===== src/hdl/ibb_pkg.sv =====
// ibb_pkg: types, constants and helper functions shared by the instanced box bounds block.
// No dependencies; every other file of the block imports this package.
`default_nettype none

package ibb_pkg;

   // fixed point format and datapath widths
   localparam int FRAC_BITS = 16;
   localparam int DATA_W    = 32;
   localparam int PROD_W    = 2 * DATA_W;
   localparam int SUM_W     = PROD_W + 2;

   // job queue between front and back
   localparam int Q_DEPTH = 4;
   localparam int Q_PTR_W = $clog2(Q_DEPTH);
   localparam int Q_CNT_W = $clog2(Q_DEPTH + 1);

   // row role of a transaction within its instance
   localparam logic [1:0] ROW_X = 2'd0;
   localparam logic [1:0] ROW_Y = 2'd1;
   localparam logic [1:0] ROW_Z = 2'd2;

   // configuration register indexes
   localparam int CSR_IDX_W = 3;
   localparam logic [CSR_IDX_W-1:0] CSR_BOX_MIN_X = 3'd0;
   localparam logic [CSR_IDX_W-1:0] CSR_BOX_MIN_Y = 3'd1;
   localparam logic [CSR_IDX_W-1:0] CSR_BOX_MIN_Z = 3'd2;
   localparam logic [CSR_IDX_W-1:0] CSR_BOX_MAX_X = 3'd3;
   localparam logic [CSR_IDX_W-1:0] CSR_BOX_MAX_Y = 3'd4;
   localparam logic [CSR_IDX_W-1:0] CSR_BOX_MAX_Z = 3'd5;
   localparam logic [CSR_IDX_W-1:0] CSR_CENTER_XY = 3'd6;
   localparam logic [CSR_IDX_W-1:0] CSR_CENTER_Z  = 3'd7;
   localparam int CSR_DATA_W = 64;

   // empty-bounds sentinels
   localparam logic signed [DATA_W-1:0] BOUND_MAX = {1'b0, {(DATA_W-1){1'b1}}};
   localparam logic signed [DATA_W-1:0] BOUND_MIN = {1'b1, {(DATA_W-1){1'b0}}};

   typedef struct packed {
      logic signed [DATA_W-1:0] coef_a;
      logic signed [DATA_W-1:0] coef_b;
      logic signed [DATA_W-1:0] coef_c;
      logic signed [DATA_W-1:0] coef_t;
      logic                     is_last;
   } req_type;

   typedef struct packed {
      logic signed [DATA_W-1:0] low_x;
      logic signed [DATA_W-1:0] low_y;
      logic signed [DATA_W-1:0] low_z;
      logic signed [DATA_W-1:0] high_x;
      logic signed [DATA_W-1:0] high_y;
      logic signed [DATA_W-1:0] high_z;
      logic                     empty_res;
   } rsp_type;

   // classified row handed from front to back
   typedef struct packed {
      req_type    req;
      logic [1:0] row;
   } job_type;

   // queue status seen by the top level
   typedef struct packed {
      logic push_ready;
      logic pop_valid;
   } q_stat_type;

   // configuration register file
   typedef struct packed {
      logic signed [DATA_W-1:0] box_min_x;
      logic signed [DATA_W-1:0] box_min_y;
      logic signed [DATA_W-1:0] box_min_z;
      logic signed [DATA_W-1:0] box_max_x;
      logic signed [DATA_W-1:0] box_max_y;
      logic signed [DATA_W-1:0] box_max_z;
      logic signed [DATA_W-1:0] center_x;
      logic signed [DATA_W-1:0] center_y;
      logic signed [DATA_W-1:0] center_z;
   } cfg_type;

   // clamp a wide signed value to the signed 32-bit range
   function automatic logic signed [DATA_W-1:0] clamp32(input logic signed [SUM_W-1:0] v);
      logic signed [SUM_W-1:0] hi_lim;
      logic signed [SUM_W-1:0] lo_lim;
      hi_lim = $signed({{(SUM_W-DATA_W){1'b0}}, BOUND_MAX});
      lo_lim = $signed({{(SUM_W-DATA_W){1'b1}}, BOUND_MIN});
      if (v > hi_lim) begin
         return BOUND_MAX;
      end else if (v < lo_lim) begin
         return BOUND_MIN;
      end
      return v[DATA_W-1:0];
   endfunction

   // saturating signed 32-bit add
   function automatic logic signed [DATA_W-1:0] sat_add32(input logic signed [DATA_W-1:0] a,
                                                          input logic signed [DATA_W-1:0] b);
      logic [DATA_W:0] s;
      s = {a[DATA_W-1], a} + {b[DATA_W-1], b};
      if (s[DATA_W] != s[DATA_W-1]) begin
         return s[DATA_W] ? BOUND_MIN : BOUND_MAX;
      end
      return s[DATA_W-1:0];
   endfunction

endpackage

`default_nettype wire


===== src/hdl/ibb_queue.sv =====
// ibb_queue: short FIFO of classified rows between front and back.
// Depends on ibb_pkg for the entry type and depth.
`default_nettype none

module ibb_queue (
   input  wire              clock,
   input  wire              reset,
   input  wire              push_valid,
   input  ibb_pkg::job_type push_job,
   input  wire              pop,
   output ibb_pkg::q_stat_type stat,
   output ibb_pkg::job_type pop_job
);
   import ibb_pkg::*;

   job_type              slot_ff [Q_DEPTH];
   logic [Q_PTR_W-1:0]   wr_ptr_ff, wr_ptr_in;
   logic [Q_PTR_W-1:0]   rd_ptr_ff, rd_ptr_in;
   logic [Q_CNT_W-1:0]   count_ff, count_in;
   logic                 push;
   logic                 pull;

   assign stat.push_ready = (count_ff != Q_CNT_W'(Q_DEPTH));
   assign stat.pop_valid  = (count_ff != '0);
   assign push            = push_valid && stat.push_ready;
   assign pull            = pop && stat.pop_valid;
   assign pop_job         = slot_ff[rd_ptr_ff];

   // pointer and fill count update
   always_comb begin
      wr_ptr_in = push ? Q_PTR_W'(wr_ptr_ff + 1'b1) : wr_ptr_ff;
      rd_ptr_in = pull ? Q_PTR_W'(rd_ptr_ff + 1'b1) : rd_ptr_ff;
      count_in  = count_ff;
      if (push && !pull) begin
         count_in = count_ff + 1'b1;
      end else if (pull && !push) begin
         count_in = count_ff - 1'b1;
      end
   end

   always_ff @(posedge clock) begin
      if (reset) begin
         wr_ptr_ff <= '0;
         rd_ptr_ff <= '0;
         count_ff  <= '0;
      end else begin
         wr_ptr_ff <= wr_ptr_in;
         rd_ptr_ff <= rd_ptr_in;
         count_ff  <= count_in;
      end
   end

   // entry storage
   always_ff @(posedge clock) begin
      if (push) begin
         slot_ff[wr_ptr_ff] <= push_job;
      end
   end

endmodule

`default_nettype wire


===== config.mk =====
export PLATFORM = sky130hd
export DESIGN_NAME = ibb_queue
export DESIGN_NICKNAME = d
export VERILOG_FILES = /design/src/hdl/ibb_pkg.sv /design/src/hdl/ibb_queue.sv
export SDC_FILE = /design/constraint.sdc
export NUM_CORES = 1
export LEC_CHECK = 0
export BUFFER_PORTS_ARGS = -buffer_cell sky130_fd_sc_hd__buf_2
export CORE_UTILIZATION = 35
export DETAILED_ROUTE_END_ITERATION = 8
export PLACE_DENSITY = 0.58
export SKIP_LAST_GASP = 1
export SLEW_MARGIN = 0
export SYNTH_ARGS = -nofsm -noshare
export SYNTH_HDL_FRONTEND = slang
export SYNTH_SLANG_ARGS = --single-unit

===== constraint.sdc =====
create_clock -name clock -period 4 [get_ports clock]
set_input_delay 0.4 -clock clock [delete_from_list [all_inputs] [get_ports clock]]
set_output_delay 0.4 -clock clock [all_outputs]
set_load 0.02 [all_outputs]

# [Word-level counts from Yosys, hierarchy flattened]
# Memory sizes are Yosys's and may differ from the RTL's. A register that Yosys moved wholly into a read port is not among the register bits.
# Cells that the tools add are included.
[word_totals] regBits=7 ram_bits=524 in_bits=135 elab_cells=23 mem_count=1
[op_classes] n_addsub=4 eq_ne=1 muxes=6 n_reduce_logical=8
[memory_table] name="slot_ff" depth=4 width=131 read_ports=1 rd_ports_with_merged_regs=1 write_ports=1 line_no="ibb_queue.sv:16" rtl="job_type slot_ff [Q_DEPTH];"
[op_table] op="$mux W3" n=2
[op_table] op="$add A2 B1 Y2 const B" n=2
[op_table] op="$logic_and A1 B1 Y1" n=4
[op_table] op="$mux W2" n=2
[op_table] op="$add A3 B1 Y3 const B" n=1
[op_table] op="$ne A3 B3 Y1 const B" n=1
[op_table] op="$reduce_bool A3 Y1" n=1
[op_table] op="$sub A3 B1 Y3 const B" n=1
[op_table] op="$logic_not A1 Y1" n=2
[op_table] op="$mux W1" n=2
[op_table] op="$reduce_bool A2 Y1" n=1

# [Logic depth before layout (Yosys ltp)]
# Gate-level depths: netlist of the first run.
[depth] depth_word=6 mapped_depth=8

# [Least setup slack after synthesis of the first run]
# Ideal clock, no wire load.
[synth_timing] path_kind="reg2reg" from="reg count_ff[0]" to="mem slot_ff[2][0] in the netlist's numbering, enable pin" setup_time_ns=0.506 t_arrival_ns=3.813 required_ns=3.494 path_slack_ns=-0.319 stages_incl_launch_ff=4 n_path_buf=0 cell_sequence="dfxtp_1 nor2_1 a21boi_2 and2_1"
[synth_via] elab_chain_len=4
[synth_rtl] element="from (decl)" line_no="ibb_queue.sv:19" rtl="logic [Q_CNT_W-1:0] count_ff, count_in;"
[synth_rtl] element="from (signal assigned)" line_no="ibb_queue.sv:49" rtl="count_ff <= count_in;"
[synth_rtl] element="$ne A3 B3 Y1" line_no="ibb_queue.sv:23" rtl="assign stat.push_ready = (count_ff != Q_CNT_W'(Q_DEPTH));"
[synth_rtl] element="$logic_and A1 B1 Y1" line_no="ibb_queue.sv:25" rtl="assign push = push_valid && stat.push_ready;"
[synth_rtl] element="named net push" line_no="ibb_queue.sv:20" rtl="logic push;"
[synth_rtl] element="$mux W1" line_no="ibb_queue.sv:55" rtl="if (push) begin"
[synth_rtl] element="$mux W1 (not written as such)" line_no="ibb_queue.sv:56" rtl="slot_ff[wr_ptr_ff] <= push_job;"
[synth_rtl] element="to (decl)" line_no="ibb_queue.sv:16"
# The timed path passes the listed nets, and every way through them passes these cells.

==> impl_metrics.yaml, run 1 <==
power_and_ir_drop:
  p_per_area_nw_per_um2: 649
  leakage_nw: 8.07
  swShare_pct: 28.3
  vdd_drop_max_v: 0.000575
  p_seq_share_pct: 44.0
  pwr-share-clk_pct: 30.8
  switching_power_mw: 4.45
  comb_power_share_pct: 25.1
  p_int_mw: 11.3
clock_network:
  cts_tree: "built"
  ctsHoldBuffers: 86
  clk_pin_slew_ns: 0.06
  ctsResizeCount: 0
  cts_setup_buffers: 0
  cts_buffer_depth: 3
  cts_max_level: 2
  cts.sinks: 533
  cts-root-buf: "clkbuf_16"
  cts_buffers: 55
  clkLatencyLatePin_ns: 0.58
placement:
  hpwl_um: 21600
  gp_congestion: 0.720
  portBuffers: 267
synth:
  ys_ff_latch: 533
  syn_nets: 874
  syn_area_um2: 19400
  syn_inst: 733
  synthMuxAreaShare_pct: 15.4
  synth_compound_area_share_pct: 0.194
  synth_xor_xnor_area_share_pct: 0.181
  ys_seq_area_share_pct: 82.1
  synth_simple_gate_area_share_pct: 0.433
  syn_avg_cell_area_um2: 26.4
  synth_top_family_by_area: "multiplexers"
  synth.distinct_cells: 24
  synth_fa_ha_area_share_pct: 0.426
  yosysWarnings: 0
timing:
  drv_slew: 0
  min_period_over_period_pct: 73.1
  fin_worst_skew_ns: 0.00848
  setup_violations: 0
  hold_ws_ns: 0.0402
  tns_ns: 0
  fmax_mhz: 342
  worstMarginPinSlew_ns: 0.957
  grt_setup_unrepaired: "false"
  fin_crit_ns: 2.92
  final-hold-violation-count: 0
  slew_headroom_pct: 36.2
floorplanning:
  floorplan.die.width_um: 237
  io_pins: 268
  num_rows: 85
  dieArea_um2: 56300
  fp.dieH_um: 237
  start_util_pct: 35.7
  core_um2: 54200
run_status:
  outcome: "finished clean"
worst_setup_path:
  criticalPathCategory: "register to output port"
  reg2reg_depth: 4
  critPathMaxFanout: 91
  crit_end: "pop_job[37]"
  startpoint_type: "register"
  end_kind: "output port"
  crit_required_ns: 3.60
  crit_arrival_ns: 2.52
  r2r_setup_slack_ns: 1.67
  worstReg2RegStart: "count_ff[0]"
  rr_endpoint: "slot_ff[1][20]"
grt:
  grt_first_pass_wirelength_um: 58200
  grt_antenna_before_repair: 3
  overflow: 0
  groute.usage.overall_pct: 13.6
  grt_start_max_net_pins: 132
  grt_pass1_vias: 9801
drt:
  viasPerCell: 4.79
  drt-total-wl_um: 38100
  firstDrtPassIters: 4
  routedWlPerCell_um: 20.4
  vias: 8943
  drc: 0
  drtAntennaViolNets: 0
  drtIter0Drc: 425
layout:
  layout_common_cells: "524 x edfxtp_1, 267 x buf_2, 131 x mux4_2"
  fillers: 4650
  multi_input_area_um2: 3230
  area_delta_synth_final_pct: 24.9
  final-seq-area_um2: 15900
  fin_nets: 1270
  drive_above_1_share_pct: 42.2
  final_core_util_pct: 44.6
  final_common_cell: "edfxtp_1"
job:
  maxCapViolations: 0
hold_path:
  hp-class: "primary input to register"
## area by class of cell
type,count,area share [%]
Clock inverter,33,1.04
Multi-Input combinational cell,166,13.3
Timing Repair Buffer,370,10.1
Antenna cell,1,0.0103
Tap cell,696,3.60
Sequential cell,533,65.8
Inverter,3,0.0465
Clock buffer,66,6.03
## worst min path at each step
stage                  from        endpoint  slack [ns]  cells after the start
2_1_floorplan  wr_ptr_ff[1]    wr_ptr_ff[1]        0.48                      2
5_1_grt        push_job[29]  slot_ff[2][29]        0.01                      1
3_5_place_dp   wr_ptr_ff[1]    wr_ptr_ff[1]        0.51                      2
4_1_cts        push_job[65]  slot_ff[2][65]     0.00001                      1
3_3_place_gp   wr_ptr_ff[1]    wr_ptr_ff[1]        0.50                      2
6_report       push_job[59]  slot_ff[0][59]        0.04                      1
## critical path, stage by stage (launching register included)
cell	delay, ns
dfxtp_4	0.35
buf_12	0.49
mux4_2	0.64
buf_2	0.19
## power by group through the flow
stage / combinational, mW / clock, mW / sequential (mW)
2_1_floorplan: 2.78 / 0 / 7.01
3_3_place_gp: 3.98 / 0 / 7.01
6_report: 3.95 / 4.84 / 6.92
4_1_cts: 4.06 / 4.99 / 6.92
5_1_grt: 4.23 / 5.18 / 6.96
3_5_place_dp: 3.99 / 0 / 7.03
## flip-flops by register name, indices dropped and copies added, names as in the netlist, named ones only
signal	flops
count_ff	3
wr_ptr_ff	2
slot_ff	524
rd_ptr_ff	2
## cells by family after synthesis
logic type	after synthesis
multiplexers	134
AND/OR/NAND/NOR	17
adder cells (fa/ha/maj)	6
buffers and inverters	34
XOR/XNOR	4
AO/OA/AOI/OAI	5
flip-flops	533
## through the flow
step / std cells / power [mW] / instance area (um2) / setup WS, ns
after floorplan: 733 / 9.78 / 19400 / 1.13
after global placement: 1682 / 11.0 / 21600 / 1.64
after detailed placement: 1682 / 11.0 / 21600 / 1.63
after CTS: 1867 / 16.0 / 24200 / 1.04
after global routing: 1867 / 16.4 / 24200 / 0.934
final: 1868 / 15.7 / 24200 / 1.08
## cells in the mapped netlist
library cell | count | area, um2
a21boi_2 | 1 | 11.3
a21oi_1 | 1 | 5.00
and2_1 | 4 | 25.0
buf_2 | 14 | 70.1
buf_4 | 2 | 15.0
buf_6 | 10 | 113
buf_8 | 1 | 15.0
clkbuf_1 | 4 | 15.0
dfxtp_1 | 9 | 180
edfxtp_1 | 524 | 15700
fa_1 | 1 | 20.0
ha_1 | 5 | 62.6
inv_1 | 3 | 11.3
mux2_2 | 1 | 11.3
mux2i_1 | 2 | 20.0
mux4_2 | 131 | 2950
nand2_1 | 1 | 3.75
nand2b_1 | 2 | 12.5
nor2_1 | 8 | 30.0
o21ai_0 | 1 | 5.00
o311ai_0 | 1 | 8.76
o31ai_1 | 1 | 7.51
or3_1 | 2 | 12.5
xor2_1 | 4 | 35.0
## layer usage
metal	global-route usage (%)	up-vias	part of all wire, %
li1	-	3969	-
met1	17.4	4670	42
met2	22.2	233	49
met3	4.23	65	6.8
met4	4.24	6	2.0
met5	0	-	0.12
Note: power is estimated with default switching activity, not from simulation.
==> inputs of run 2 (changes only) <==
Settings changed: ABC_AREA from default to 1, PLACE_DENSITY 0.58 to 0.56.
Clock period 4 ns to 2.7 ns, I/O delays scaled along.
==> impl_metrics.yaml, run 2 <==
run_status:
  outcome: "finished clean"
layout:
  area_delta_synth_final_pct: 26.4
  largest_reg_flops: 524
  layout_common_cells: "524 x edfxtp_1, 271 x nor2_1, 267 x buf_2"
  fillers: 4970
  multi_input_area_um2: 3400
  final_common_cell: "edfxtp_1"
  top_regs: "slot_ff (524), count_ff (3)"
  top_register: "slot_ff"
  final-seq-area_um2: 15900
  drive_above_1_share_pct: 21.3
  fin_nets: 1878
synth:
  ys.flop_type: "edfxtp_1"
  ys_seq_area_share_pct: 80.1
  synth_top_area_share_pct: 79.2
  synth.distinct_cells: 22
  ys_async_sr_fraction_pct: 0
  syn_avg_cell_area_um2: 14.9
  syn_inst: 1334
  synth.most_common_cell: "edfxtp_1"
  yosysWarnings: 0
  ys_ff_latch: 533
  synth_area_leaders: "edfxtp_1 79%, nor2_1 5.2%, o21ai_0 4.8%"
  synth_largest_area_cell: "edfxtp_1"
  synth.top_cells.by_count: "524 x edfxtp_1, 276 x nor2_1, 191 x o21ai_0, 131 x o22ai_1, 72 x o21ai_1"
  syn_nets: 1475
  synth_edf_count: 524
  syn_area_um2: 19900
grt:
  grt_antenna_before_repair: 3
  grt_first_pass_wirelength_um: 70800
  overflow: 0
  use_met1_pct: 21.0
  grt_start_max_net_pins: 152
  groute.usage.overall_pct: 16.0
  met2_usage_pct: 26.2
  grt_pass1_vias: 12300
  grt.met3_usage_pct: 4.25
  busiest_layer: "met2"
worst_setup_path:
  reg2reg_depth: 9
  critPathMaxFanout: 75
  criticalPathCategory: "register to output port"
  startpoint_type: "register"
  rr_endpoint: "count_ff[1]"
  end_kind: "output port"
  crit_required_ns: 2.43
  worstReg2RegStart: "count_ff[1]"
  crit_arrival_ns: 2.30
  r2r_setup_slack_ns: 0.81
power_and_ir_drop:
  p_per_area_nw_per_um2: 939
  vdd_drop_max_v: 0.000810
  leakage_nw: 8.75
clock_network:
  cts-root-buf: "clkbuf_16"
  cts_buffers: 55
  cts_tree: "built"
  clk_pin_slew_ns: 0.06
  cts.sinks: 533
  cts_buffer_depth: 3
  cts_max_level: 2
  clkLatencyLatePin_ns: 0.59
hold_path:
  worst_hold_path.num_cells: 2
  min_to: "slot_ff[0][32]"
  hp-class: "primary input to register"
  hp-start: "push_job[32]"
job:
  maxCapViolations: 0
drt:
  drtIter0Drc: 627
  drc: 0
  routedWlPerCell_um: 19.1
  firstDrtPassIters: 5
  drtAntennaViolNets: 0
  viasPerCell: 4.87
  drt-total-wl_um: 48300
  vias: 12300
floorplanning:
  core_um2: 55600
  io_pins: 268
  start_util_pct: 35.7
  floorplan.die.width_um: 240
  dieArea_um2: 57800
  num_rows: 86
  fp.dieH_um: 240
timing:
  fmax_mhz: 389
  fin_crit_ns: 2.57
  drv_slew: 0
  setup_ws_ns: 0.132
  hold_ws_ns: 0.424
  grt_setup_unrepaired: "true"
  setup_violations: 0
  slew_headroom_pct: 60.9
  fin_worst_skew_ns: 0.0198
  worstMarginPinSlew_ns: 0.587
  min_period_over_period_pct: 95.1
  final-hold-violation-count: 0
placement:
  portBuffers: 267
  dpl_worst_slack_ns: 0.670
  hpwl_um: 25300
  gp_congestion: 0.711
-- run 2: area by class of cell --
class | count | share of cell area [%]
multi-input cells | 700 | 13.6
clock inverters | 35 | 0.857
clock buffers | 65 | 5.63
inverters | 16 | 0.279
flip-flops and latches | 533 | 63.4
diodes | 1 | 0.00996
well taps | 748 | 3.73
repair buffers | 431 | 12.5
-- run 2: metrics by stage --
step	instance area [um2]	TNS [ns]	total power, mW	cells	utilization (%)
after floorplan	19900	-184.26	14.4	1334	-
after global placement	22100	0	16.6	2291	39.7
after detailed placement	22100	0	16.7	2291	39.7
after CTS	25100	0	23.8	2527	45.1
after global routing	25100	-0.00430	24.7	2529	45.2
final	25100	0	23.6	2529	45.2
-- run 2: timing repair --
action | CTS | global route
hold buffers | 135 | 0
buffers inserted | 1 | 0
resized for setup | 0 | 1
endpoints found under the setup margin | 1 | 1
gates cloned | 0 | 1
hold endpoints to repair | 531 | 0
-- run 2: critical path, cell delays in order, from the launching register on --
cell and delay (ns):
dfxtp_4 0.41, inv_8 0.33, buf_4 0.31, o21ai_0 0.10, o22ai_1 0.24, buf_2 0.22
-- run 2: logic make-up after synthesis --
logic type / after synthesis / synth area share [%]
flip-flops: 533 / 80.1
AO/OA/AOI/OAI: 397 / 10.8
AND/OR/NAND/NOR: 296 / 5.63
buffers and inverters: 101 / 3.02
adder cells (fa/ha/maj): 6 / 0.415
XOR/XNOR: 1 / 0.0441
-- run 2: routing by layer --
layer | vias to the layer above | wire length [um] | share of wire (%)
li1 | 5851 | - | -
met1 | 6101 | 21400 | 44
met2 | 278 | 23100 | 48
met3 | 74 | 2900 | 6.0
met4 | 4 | 951 | 2.0
met5 | - | 23 | 0.048
-- run 2: worst max path at each step --
| stage | depth (start not counted) | slack [ns] | to |
|---|---|---|---|
| floorplan | 4 | -0.37 | slot_ff[0][0] |
| global placement | 4 | 0.69 | pop_job[67] |
| detailed placement | 4 | 0.67 | pop_job[67] |
| CTS | 4 | 0.07 | pop_job[67] |
| global route | 5 | -0.004 | pop_job[108] |
| finish | 5 | 0.13 | pop_job[108] |
-- run 2: power breakdown --
| group | total [mW] | internal, mW | switching, mW |
|---|---|---|---|
| combinational | 6.37 | 1.92 | 4.45 |
| clock | 6.93 | 3.90 | 3.03 |
| sequential | 10.3 | 10.1 | 0.235 |
| total | 23.6 | 15.9 | 7.71 |
